`src/sv/clcd_pkg.sv`:
```
package clcd_pkg;

    // Field widths
    localparam int CMD_W   = 3;
    localparam int BYTE_W  = 8;
    localparam int LINE_W  = 2;
    localparam int COL_W   = 6;
    localparam int NIB_W   = 4;
    localparam int CFG_W   = 16;
    localparam int HOLD_W  = 17;
    localparam int NIDX_W  = 4;   // nibble index, up to 12 nibbles for init
    localparam int STEP_W  = 2;

    // Command codes
    localparam logic [CMD_W-1:0] CMD_INIT    = 3'd0;
    localparam logic [CMD_W-1:0] CMD_INSTR   = 3'd1;
    localparam logic [CMD_W-1:0] CMD_DATA    = 3'd2;
    localparam logic [CMD_W-1:0] CMD_SET_POS = 3'd3;
    localparam logic [CMD_W-1:0] CMD_CHAR_AT = 3'd4;

    // Pin step codes within one nibble transfer
    localparam logic [STEP_W-1:0] STEP_NIB   = 2'd0;
    localparam logic [STEP_W-1:0] STEP_RS    = 2'd1;
    localparam logic [STEP_W-1:0] STEP_EN_HI = 2'd2;
    localparam logic [STEP_W-1:0] STEP_EN_LO = 2'd3;

    // Configuration register indexes
    localparam logic REG_STEP_HOLD = 1'b0;
    localparam logic REG_BUSY_HOLD = 1'b1;

    localparam logic [CFG_W-1:0] STEP_HOLD_RESET = 16'd1005;
    localparam logic [CFG_W-1:0] BUSY_HOLD_RESET = 16'd12750;

    localparam logic [BYTE_W-1:0] SET_DDRAM = 8'h80;

    // One pin step handed from sequencer to pin unit
    typedef struct packed {
        logic              issue;
        logic [STEP_W-1:0] step;
        logic [NIB_W-1:0]  nib;
        logic              rs;
        logic              busy_add;
        logic              last;
    } step_req_t;

    typedef struct packed {
        logic [NIB_W-1:0] nib;
        logic             rs;
        logic             busy;
    } nib_info_t;

    function automatic logic [BYTE_W-1:0] line_offset(input logic [LINE_W-1:0] ln);
        logic [BYTE_W-1:0] r;
        begin
            case (ln)
                2'd0:    r = 8'h00;
                2'd1:    r = 8'h40;
                2'd2:    r = 8'h14;
                2'd3:    r = 8'h54;
                default: r = 8'h00;
            endcase
            return r;
        end
    endfunction

    function automatic logic [BYTE_W-1:0] init_byte(input logic [1:0] idx);
        logic [BYTE_W-1:0] r;
        begin
            case (idx)
                2'd0:    r = 8'h28;
                2'd1:    r = 8'h0C;
                2'd2:    r = 8'h01;
                2'd3:    r = 8'h06;
                default: r = 8'h00;
            endcase
            return r;
        end
    endfunction

    // Index of the final nibble of each command
    function automatic logic [NIDX_W-1:0] last_nib(input logic [CMD_W-1:0] cmd);
        logic [NIDX_W-1:0] r;
        begin
            case (cmd)
                CMD_INIT:    r = 4'd11;
                CMD_CHAR_AT: r = 4'd3;
                default:     r = 4'd1;
            endcase
            return r;
        end
    endfunction

    // Nibble value, register select and busy wait of nibble k of a command
    function automatic nib_info_t nibble_info(
        input logic [CMD_W-1:0]  cmd,
        input logic [NIDX_W-1:0] k,
        input logic [BYTE_W-1:0] val,
        input logic [BYTE_W-1:0] pos
    );
        nib_info_t         r;
        logic [NIDX_W-1:0] j;
        logic [BYTE_W-1:0] b;
        begin
            j = k - 4'd4;
            b = val;
            r.rs   = 1'b0;
            r.busy = k[0];
            case (cmd)
                CMD_INIT:    b = init_byte(j[2:1]);
                CMD_INSTR:   b = val;
                CMD_DATA:
                begin
                    b    = val;
                    r.rs = 1'b1;
                end
                CMD_SET_POS: b = pos;
                CMD_CHAR_AT:
                begin
                    b    = k[1] ? val : pos;
                    r.rs = k[1];
                end
                default:     b = val;
            endcase
            r.nib = k[0] ? b[3:0] : b[7:4];
            // raw wake-up nibbles 3,3,3,2 lead the init sequence
            if (cmd == CMD_INIT && k < 4'd4)
            begin
                r.nib  = (k == 4'd3) ? 4'h2 : 4'h3;
                r.busy = 1'b0;
            end
            return r;
        end
    endfunction

endpackage

```
`src/sv/char_lcd_nibble_write_sequencer.sv`:
```
// Channel | Handshake           | Payload
// --------+---------------------+-----------------------------------------------
// in      | in_valid/in_ready   | command, byte_value, line, column
// out     | out_valid/out_ready | data_nibble, reg_select, enable_pin,
//         |                     | hold_units, last
// cfg     | cfg_we (no wait)    | cfg_index, cfg_data
//
// One pin step per cycle from the nibble/step counter into the output register:
// 8 steps for a byte command, 16 for character at position, 48 for init. Output
// stalls hold the counter in place. A new command is taken once the final step has
// entered the output register, even while that step still waits to be taken.
// Unused codes are dropped.
// Reset: pin levels zero, step_hold 1005, busy_hold 12750, no clearing pass.
module char_lcd_nibble_write_sequencer
    import clcd_pkg::*;
(
    input  logic              clk,
    input  logic              rst_n,
    input  logic              in_valid,
    output logic              in_ready,
    input  logic [CMD_W-1:0]  command,
    input  logic [BYTE_W-1:0] byte_value,
    input  logic [LINE_W-1:0] line,
    input  logic [COL_W-1:0]  column,
    output logic              out_valid,
    input  logic              out_ready,
    output logic [NIB_W-1:0]  data_nibble,
    output logic              reg_select,
    output logic              enable_pin,
    output logic [HOLD_W-1:0] hold_units,
    output logic              last,
    input  logic              cfg_we,
    input  logic              cfg_index,
    input  logic [CFG_W-1:0]  cfg_data
);

    step_req_t req;
    logic      slot_free;

    // Command sequencer
    clcd_seq u_seq (
        .clk        (clk),
        .rst_n      (rst_n),
        .in_valid   (in_valid),
        .in_ready   (in_ready),
        .command    (command),
        .byte_value (byte_value),
        .line       (line),
        .column     (column),
        .slot_free  (slot_free),
        .req        (req)
    );

    // Pin levels, hold adder and output register
    clcd_pin u_pin (
        .clk         (clk),
        .rst_n       (rst_n),
        .cfg_we      (cfg_we),
        .cfg_index   (cfg_index),
        .cfg_data    (cfg_data),
        .req         (req),
        .slot_free   (slot_free),
        .out_valid   (out_valid),
        .out_ready   (out_ready),
        .data_nibble (data_nibble),
        .reg_select  (reg_select),
        .enable_pin  (enable_pin),
        .hold_units  (hold_units),
        .last        (last)
    );

endmodule

```
`src/sv/clcd_seq.sv`:
```
module clcd_seq
    import clcd_pkg::*;
(
    input  logic              clk,
    input  logic              rst_n,
    input  logic              in_valid,
    output logic              in_ready,
    input  logic [CMD_W-1:0]  command,
    input  logic [BYTE_W-1:0] byte_value,
    input  logic [LINE_W-1:0] line,
    input  logic [COL_W-1:0]  column,
    input  logic              slot_free,
    output step_req_t         req
);

    localparam logic ST_IDLE = 1'b0;
    localparam logic ST_RUN  = 1'b1;

    logic              state_reg, state_next;
    logic [CMD_W-1:0]  cmd_reg, cmd_next;
    logic [BYTE_W-1:0] val_reg, val_next;
    logic [BYTE_W-1:0] pos_reg, pos_next;
    logic [NIDX_W-1:0] nib_reg, nib_next;
    logic [STEP_W-1:0] step_reg, step_next;

    logic      accept;
    logic      is_last_nib;
    nib_info_t info;

    assign in_ready    = (state_reg == ST_IDLE);
    assign accept      = in_valid && in_ready;
    assign is_last_nib = (nib_reg == last_nib(cmd_reg));
    assign info        = nibble_info(cmd_reg, nib_reg, val_reg, pos_reg);

    // Step descriptor for the pin unit
    always_comb
    begin
        req.issue    = (state_reg == ST_RUN) && slot_free;
        req.step     = step_reg;
        req.nib      = info.nib;
        req.rs       = info.rs;
        req.busy_add = info.busy && (step_reg == STEP_EN_LO);
        req.last     = is_last_nib && (step_reg == STEP_EN_LO);
    end

    // Nibble/step counter
    always_comb
    begin
        state_next = state_reg;
        cmd_next   = cmd_reg;
        val_next   = val_reg;
        pos_next   = pos_reg;
        nib_next   = nib_reg;
        step_next  = step_reg;
        case (state_reg)
            ST_IDLE:
            begin
                if (accept && command <= CMD_CHAR_AT)
                begin
                    state_next = ST_RUN;
                    cmd_next   = command;
                    val_next   = byte_value;
                    pos_next   = SET_DDRAM | (line_offset(line) + {2'b00, column});
                    nib_next   = '0;
                    step_next  = STEP_NIB;
                end
            end
            ST_RUN:
            begin
                if (req.issue)
                begin
                    step_next = step_reg + 2'd1;
                    if (step_reg == STEP_EN_LO)
                    begin
                        if (is_last_nib)
                            state_next = ST_IDLE;
                        else
                            nib_next = nib_reg + 4'd1;
                    end
                end
            end
            default: state_next = ST_IDLE;
        endcase
    end

    always_ff @(posedge clk or negedge rst_n)
    begin
        if (!rst_n)
        begin
            state_reg <= ST_IDLE;
            nib_reg   <= '0;
            step_reg  <= STEP_NIB;
        end
        else
        begin
            state_reg <= state_next;
            nib_reg   <= nib_next;
            step_reg  <= step_next;
        end
    end

    always_ff @(posedge clk)
    begin
        cmd_reg <= cmd_next;
        val_reg <= val_next;
        pos_reg <= pos_next;
    end

    // Checks
    a_nib_in_range: assert property (@(posedge clk) disable iff (!rst_n)
        (state_reg == ST_RUN) |-> (nib_reg <= last_nib(cmd_reg)))
        else $error("nibble index past end of command");

    a_done_idle: assert property (@(posedge clk) disable iff (!rst_n)
        (req.issue && req.last) |=> (state_reg == ST_IDLE))
        else $error("sequencer kept running after final step");

    a_nib_advance: assert property (@(posedge clk) disable iff (!rst_n)
        (req.issue && step_reg == STEP_EN_LO && !req.last)
        |=> (nib_reg == $past(nib_reg) + 4'd1 && step_reg == STEP_NIB))
        else $error("nibble index did not advance");

    a_step_hold: assert property (@(posedge clk) disable iff (!rst_n)
        (state_reg == ST_RUN && !slot_free) |=> $stable(step_reg) && $stable(nib_reg))
        else $error("step moved while output stalled");

endmodule

```
`src/sv/clcd_pin.sv`:
```
module clcd_pin
    import clcd_pkg::*;
(
    input  logic              clk,
    input  logic              rst_n,
    input  logic              cfg_we,
    input  logic              cfg_index,
    input  logic [CFG_W-1:0]  cfg_data,
    input  step_req_t         req,
    output logic              slot_free,
    output logic              out_valid,
    input  logic              out_ready,
    output logic [NIB_W-1:0]  data_nibble,
    output logic              reg_select,
    output logic              enable_pin,
    output logic [HOLD_W-1:0] hold_units,
    output logic              last
);

    logic [CFG_W-1:0]  step_hold_reg;
    logic [CFG_W-1:0]  busy_hold_reg;
    logic [NIB_W-1:0]  nibble_level_reg, nibble_level_next;
    logic              select_level_reg, select_level_next;
    logic              strobe_level_reg, strobe_level_next;
    logic [HOLD_W-1:0] hold_reg, hold_next;
    logic              last_reg;
    logic              out_valid_reg, out_valid_next;

    assign slot_free = !out_valid_reg || out_ready;

    // Config registers
    always_ff @(posedge clk or negedge rst_n)
    begin
        if (!rst_n)
        begin
            step_hold_reg <= STEP_HOLD_RESET;
            busy_hold_reg <= BUSY_HOLD_RESET;
        end
        else if (cfg_we)
        begin
            if (cfg_index == REG_STEP_HOLD)
                step_hold_reg <= cfg_data;
            else
                busy_hold_reg <= cfg_data;
        end
    end

    // Pin level update for the issued step
    always_comb
    begin
        nibble_level_next = nibble_level_reg;
        select_level_next = select_level_reg;
        strobe_level_next = strobe_level_reg;
        case (req.step)
            STEP_NIB:    nibble_level_next = req.nib;
            STEP_RS:     select_level_next = req.rs;
            STEP_EN_HI:  strobe_level_next = 1'b1;
            STEP_EN_LO:  strobe_level_next = 1'b0;
            default:     strobe_level_next = strobe_level_reg;
        endcase
    end

    // Hold adder: step hold plus busy wait on a byte's final step
    assign hold_next = {1'b0, step_hold_reg}
                     + {1'b0, (req.busy_add ? busy_hold_reg : {CFG_W{1'b0}})};

    assign out_valid_next = req.issue ? 1'b1 : (out_valid_reg && !out_ready);

    always_ff @(posedge clk or negedge rst_n)
    begin
        if (!rst_n)
        begin
            nibble_level_reg <= '0;
            select_level_reg <= 1'b0;
            strobe_level_reg <= 1'b0;
            out_valid_reg    <= 1'b0;
        end
        else
        begin
            out_valid_reg <= out_valid_next;
            if (req.issue)
            begin
                nibble_level_reg <= nibble_level_next;
                select_level_reg <= select_level_next;
                strobe_level_reg <= strobe_level_next;
            end
        end
    end

    always_ff @(posedge clk)
    begin
        if (req.issue)
        begin
            hold_reg <= hold_next;
            last_reg <= req.last;
        end
    end

    assign out_valid   = out_valid_reg;
    assign data_nibble = nibble_level_reg;
    assign reg_select  = select_level_reg;
    assign enable_pin  = strobe_level_reg;
    assign hold_units  = hold_reg;
    assign last        = last_reg;

endmodule

```
`config.mk`:
```
export PLATFORM = sky130hd
export DESIGN_NAME = char_lcd_nibble_write_sequencer
export DESIGN_NICKNAME = d
export VERILOG_FILES = /design/src/sv/clcd_pkg.sv /design/src/sv/char_lcd_nibble_write_sequencer.sv /design/src/sv/clcd_seq.sv /design/src/sv/clcd_pin.sv
export SDC_FILE = /design/constraint.sdc
export NUM_CORES = 1
export LEC_CHECK = 0
export BUFFER_PORTS_ARGS = -buffer_cell sky130_fd_sc_hd__buf_2
export CAP_MARGIN = 20
export CORE_MARGIN = 2
export CORE_UTILIZATION = 29
export CTS_CLUSTER_DIAMETER = 100
export DETAILED_ROUTE_END_ITERATION = 10
export SYNTH_ARGS = -nofsm -noshare
export SYNTH_HDL_FRONTEND = slang
export SYNTH_HIERARCHICAL = 1
export SYNTH_SLANG_ARGS = --single-unit
```
`constraint.sdc`:
```
create_clock -name clk -period 5.6 [get_ports clk]
set_input_delay 0.28 -clock clk [delete_from_list [all_inputs] [get_ports clk]]
set_output_delay 0.28 -clock clk [all_outputs]
set_load 0.1 [all_outputs]
```
==> flow_metrics.env <==
export IMPL_status="completed"
export IMPL_die_w_um=124
export IMPL_syn_area_um2=4180
export IMPL_rsz0062_at_grt="no"
export IMPL_ir_drop_mv=0.161
export IMPL_p_leak_nw=2.15
export IMPL_path_buf_inv=0
export IMPL_yosysWarnings=6
export IMPL_std_cell_rows=43
export IMPL_clockBufferDepth=2
export IMPL_vias=2767
export IMPL_path_cells="or4_4 > nor2_1 > nor2_1 > and2_1 > ha_1 > fa_1 > a21oi_1 > o221ai_2 > a211oi_2 > nor2_1 > a21o_1 > a21o_1"
export IMPL_crit_end="u_pin/hold_units[16]"
export IMPL_clockPowerShare=0.245
export IMPL_port_buffers=66
export IMPL_worst_ep_arrival_time_ns=3.94
export IMPL_clock_sinks=82
export IMPL_cp_common_cell="nor2_1"
export IMPL_ys_seq_elements=82
export IMPL_cp_start_kind="flip-flop"
export IMPL_crit_family="simple AND/OR/NAND/NOR gates"
export IMPL_p_comb_frac=0.388
export IMPL_grt_pass1_vias=2727
export IMPL_drive_gt1_frac=0.364
export IMPL_hold_class="in2reg"
export IMPL_post_route_period_util=0.687
export IMPL_grt_overflow=0
export IMPL_yosysSeqAreaShare=0.539
export IMPL_synthArstFlopShare=0.561
export IMPL_finClkSkew_ns=0.00587
export IMPL_yosysUniqueCellTypes=54
export IMPL_end_kind="flip-flop"
export IMPL_synth_fp_nets=396
export IMPL_worst_slack_ns=1.75
export IMPL_largest_register_ffs=17
export IMPL_hpwlAfterDp_um=6250
export IMPL_path_depth=12
export IMPL_insertion_delay_ns=0.33
export IMPL_grt_pass1_wl_um=13500
export IMPL_antenna_found_initial=1
export IMPL_reg2reg_depth=12
export IMPL_preCtsSetupSlack_ns=1.77
export IMPL_min_period_ns=3.85
export IMPL_cts_buffers=9
export IMPL_slew_viol_final=0
export IMPL_cp_slowest_stage_delay_ns=0.59
export IMPL_hold_viol_final=0
export IMPL_ant_nets=0
export IMPL_cp_max_fo=16
export IMPL_die_height_um=124
export IMPL_timing_max_cap_violations=0
export IMPL_place_congestion=0.862
export IMPL_synth_main_ff_cell="edfxtp_1"
export IMPL_maxSlewHeadroom=0.405
export IMPL_powerDensity_nw_per_um2=468
export IMPL_p_int_mw=1.35
export IMPL_grt_max_degree=47
export IMPL_max_freq_ghz=0.260
export IMPL_tightest_slew_ns=0.892
export IMPL_p_seq_frac=0.367
export IMPL_finalSetupTns_ns=0
export IMPL_critical_path_slowest_cell="or4_4"
export IMPL_reg2reg_to="u_pin/hold_units[16]"
export IMPL_power_mw=2.34
export IMPL_initial_core_util=0.299
export IMPL_syn2layout_area_growth_pct=19.6
export IMPL_viasPerCell=4.71
export IMPL_finalNetCount=465
export IMPL_fillers=1389
export IMPL_ios=67
export IMPL_tritoncts="built"
export IMPL_worstReg2RegStart="u_seq/cmd_reg[2]"
export IMPL_crit_start="u_seq/cmd_reg[2]"
export IMPL_crit_type="reg2reg"
export IMPL_setup_viol_count_final=0
export IMPL_mostFrequentLayoutCell="buf_2"
export IMPL_cts_reportedPaths_clkPinSlew_ns=0.06
export IMPL_syn_inst=333
export IMPL_p_sw_mw=0.988
export IMPL_netSwitchingFraction=0.422
export IMPL_drc=0
export IMPL_core_area_um2=14000
export IMPL_drt_iter0_drc=172
export IMPL_reg2reg_slack_ns=1.75
export IMPL_grt_usage=0.116
export IMPL_fp_dieArea_um2=15400
export IMPL_postSynthAreaPerCell_um2=12.5
export IMPL_wl_per_cell_um=14.5
export IMPL_synth_edf_count=36
export IMPL_h_tree_depth=3
export IMPL_layout_common_cells="66 x buf_2, 39 x mux2_2, 36 x edfxtp_1, 30 x dfrtp_1, 22 x nand2_1"
export IMPL_finalWirelength_um=8510
export IMPL_clockRootBuffer="clkbuf_16"
export IMPL_drt_first_pass_iters=5
export IMPL_cp_required_ns=5.69
==> cell families after synthesis <==
| logic type | synth area share |
|---|---|
| buffers and inverters | 0.0269 |
| adders and majority gates | 0.0677 |
| muxes | 0.110 |
| AOI/OAI and AO/OA | 0.109 |
| xor gates and xnor gates | 0.0398 |
| DFF | 0.539 |
| and+or+nand+nor | 0.108 |
==> Yosys cell counts, types with 3 or more instances <==
cell type  number  area [um2]
a21oi_1        14        70.1
nand2_1        22        82.6
o21ai_0        13        65.1
a221oi_1        3        26.3
inv_1          11        41.3
and3_1          4        25.0
a31oi_1         5        31.3
mux2_2         39         439
buf_2           3        15.0
a21o_1          8        60.1
buf_6           3        33.8
clkbuf_1        4        15.0
xor2_1         10        87.6
nand3_1         6        30.0
ha_1           21         263
nor3_1          4        20.0
dfrtp_1        30         751
nand2b_1        4        25.0
dfstp_2        16         420
nor2_1         10        37.5
and2_1         18         113
edfxtp_1       36        1080
xnor2_1         9        78.8
==> per-layer routing <==
metal / vias up / wire (um) / track usage
met5: - / 0 / 0
met4: 0 / 156 / 0.0548
met3: 13 / 473 / 0.0293
met2: 51 / 4090 / 0.188
met1: 1341 / 3790 / 0.145
li1: 1362 / - / -
==> worst min path at each step <==
stage	start	to	slack (ns)	cells after the start
floorplan	rst_n	u_pin/busy_hold_reg[0]	-0.02	0
detailed placement	byte_value[3]	u_seq/val_reg[3]	0.46	1
global route	byte_value[5]	u_seq/val_reg[5]	0.11	1
CTS	byte_value[3]	u_seq/val_reg[3]	0.10	1
finish	byte_value[3]	u_seq/val_reg[3]	0.12	1
global placement	byte_value[5]	u_seq/val_reg[5]	0.46	1
==> layout make-up <==
cell class / count / area, um2 / area share
Inverter: 11 / 41.3 / 0.00826
Tap cell: 180 / 225 / 0.0451
Multi-Input combinational cell: 229 / 1810 / 0.363
Timing Repair Buffer: 69 / 368 / 0.0736
Antenna cell: 1 / 2.50 / 0.000501
Clock buffer: 9 / 225 / 0.0451
Sequential cell: 82 / 2250 / 0.451
Clock inverter: 7 / 70.1 / 0.0140
==> metrics by stage <==
step / utilization / hold slack (ns) / instances / cell area [um2]
after floorplan: - / -0.0156 / 333 / 4180
after global placement: 0.334 / 0.458 / 569 / 4670
after detailed placement: 0.334 / 0.458 / 569 / 4670
after CTS: 0.355 / 0.103 / 585 / 4970
after global routing: 0.357 / 0.105 / 587 / 5000
final: 0.357 / 0.117 / 588 / 5000
==> power by group through the flow <==
stage	Clock, mW	Combinational (mW)	Sequential (mW)
2_1_floorplan	0	0.340	1.27
3_3_place_gp	0	0.900	0.867
3_5_place_dp	0	0.905	0.871
4_1_cts	0.592	0.909	0.861
5_1_grt	0.617	0.969	0.873
6_report	0.573	0.906	0.858
==> what timing repair did <==
action	CTS	global route
buffers inserted	0	0
gates resized for setup	0	0
hold buffers	0	1
hold endpoints to repair	0	3
(Power assumes the default switching activity.)
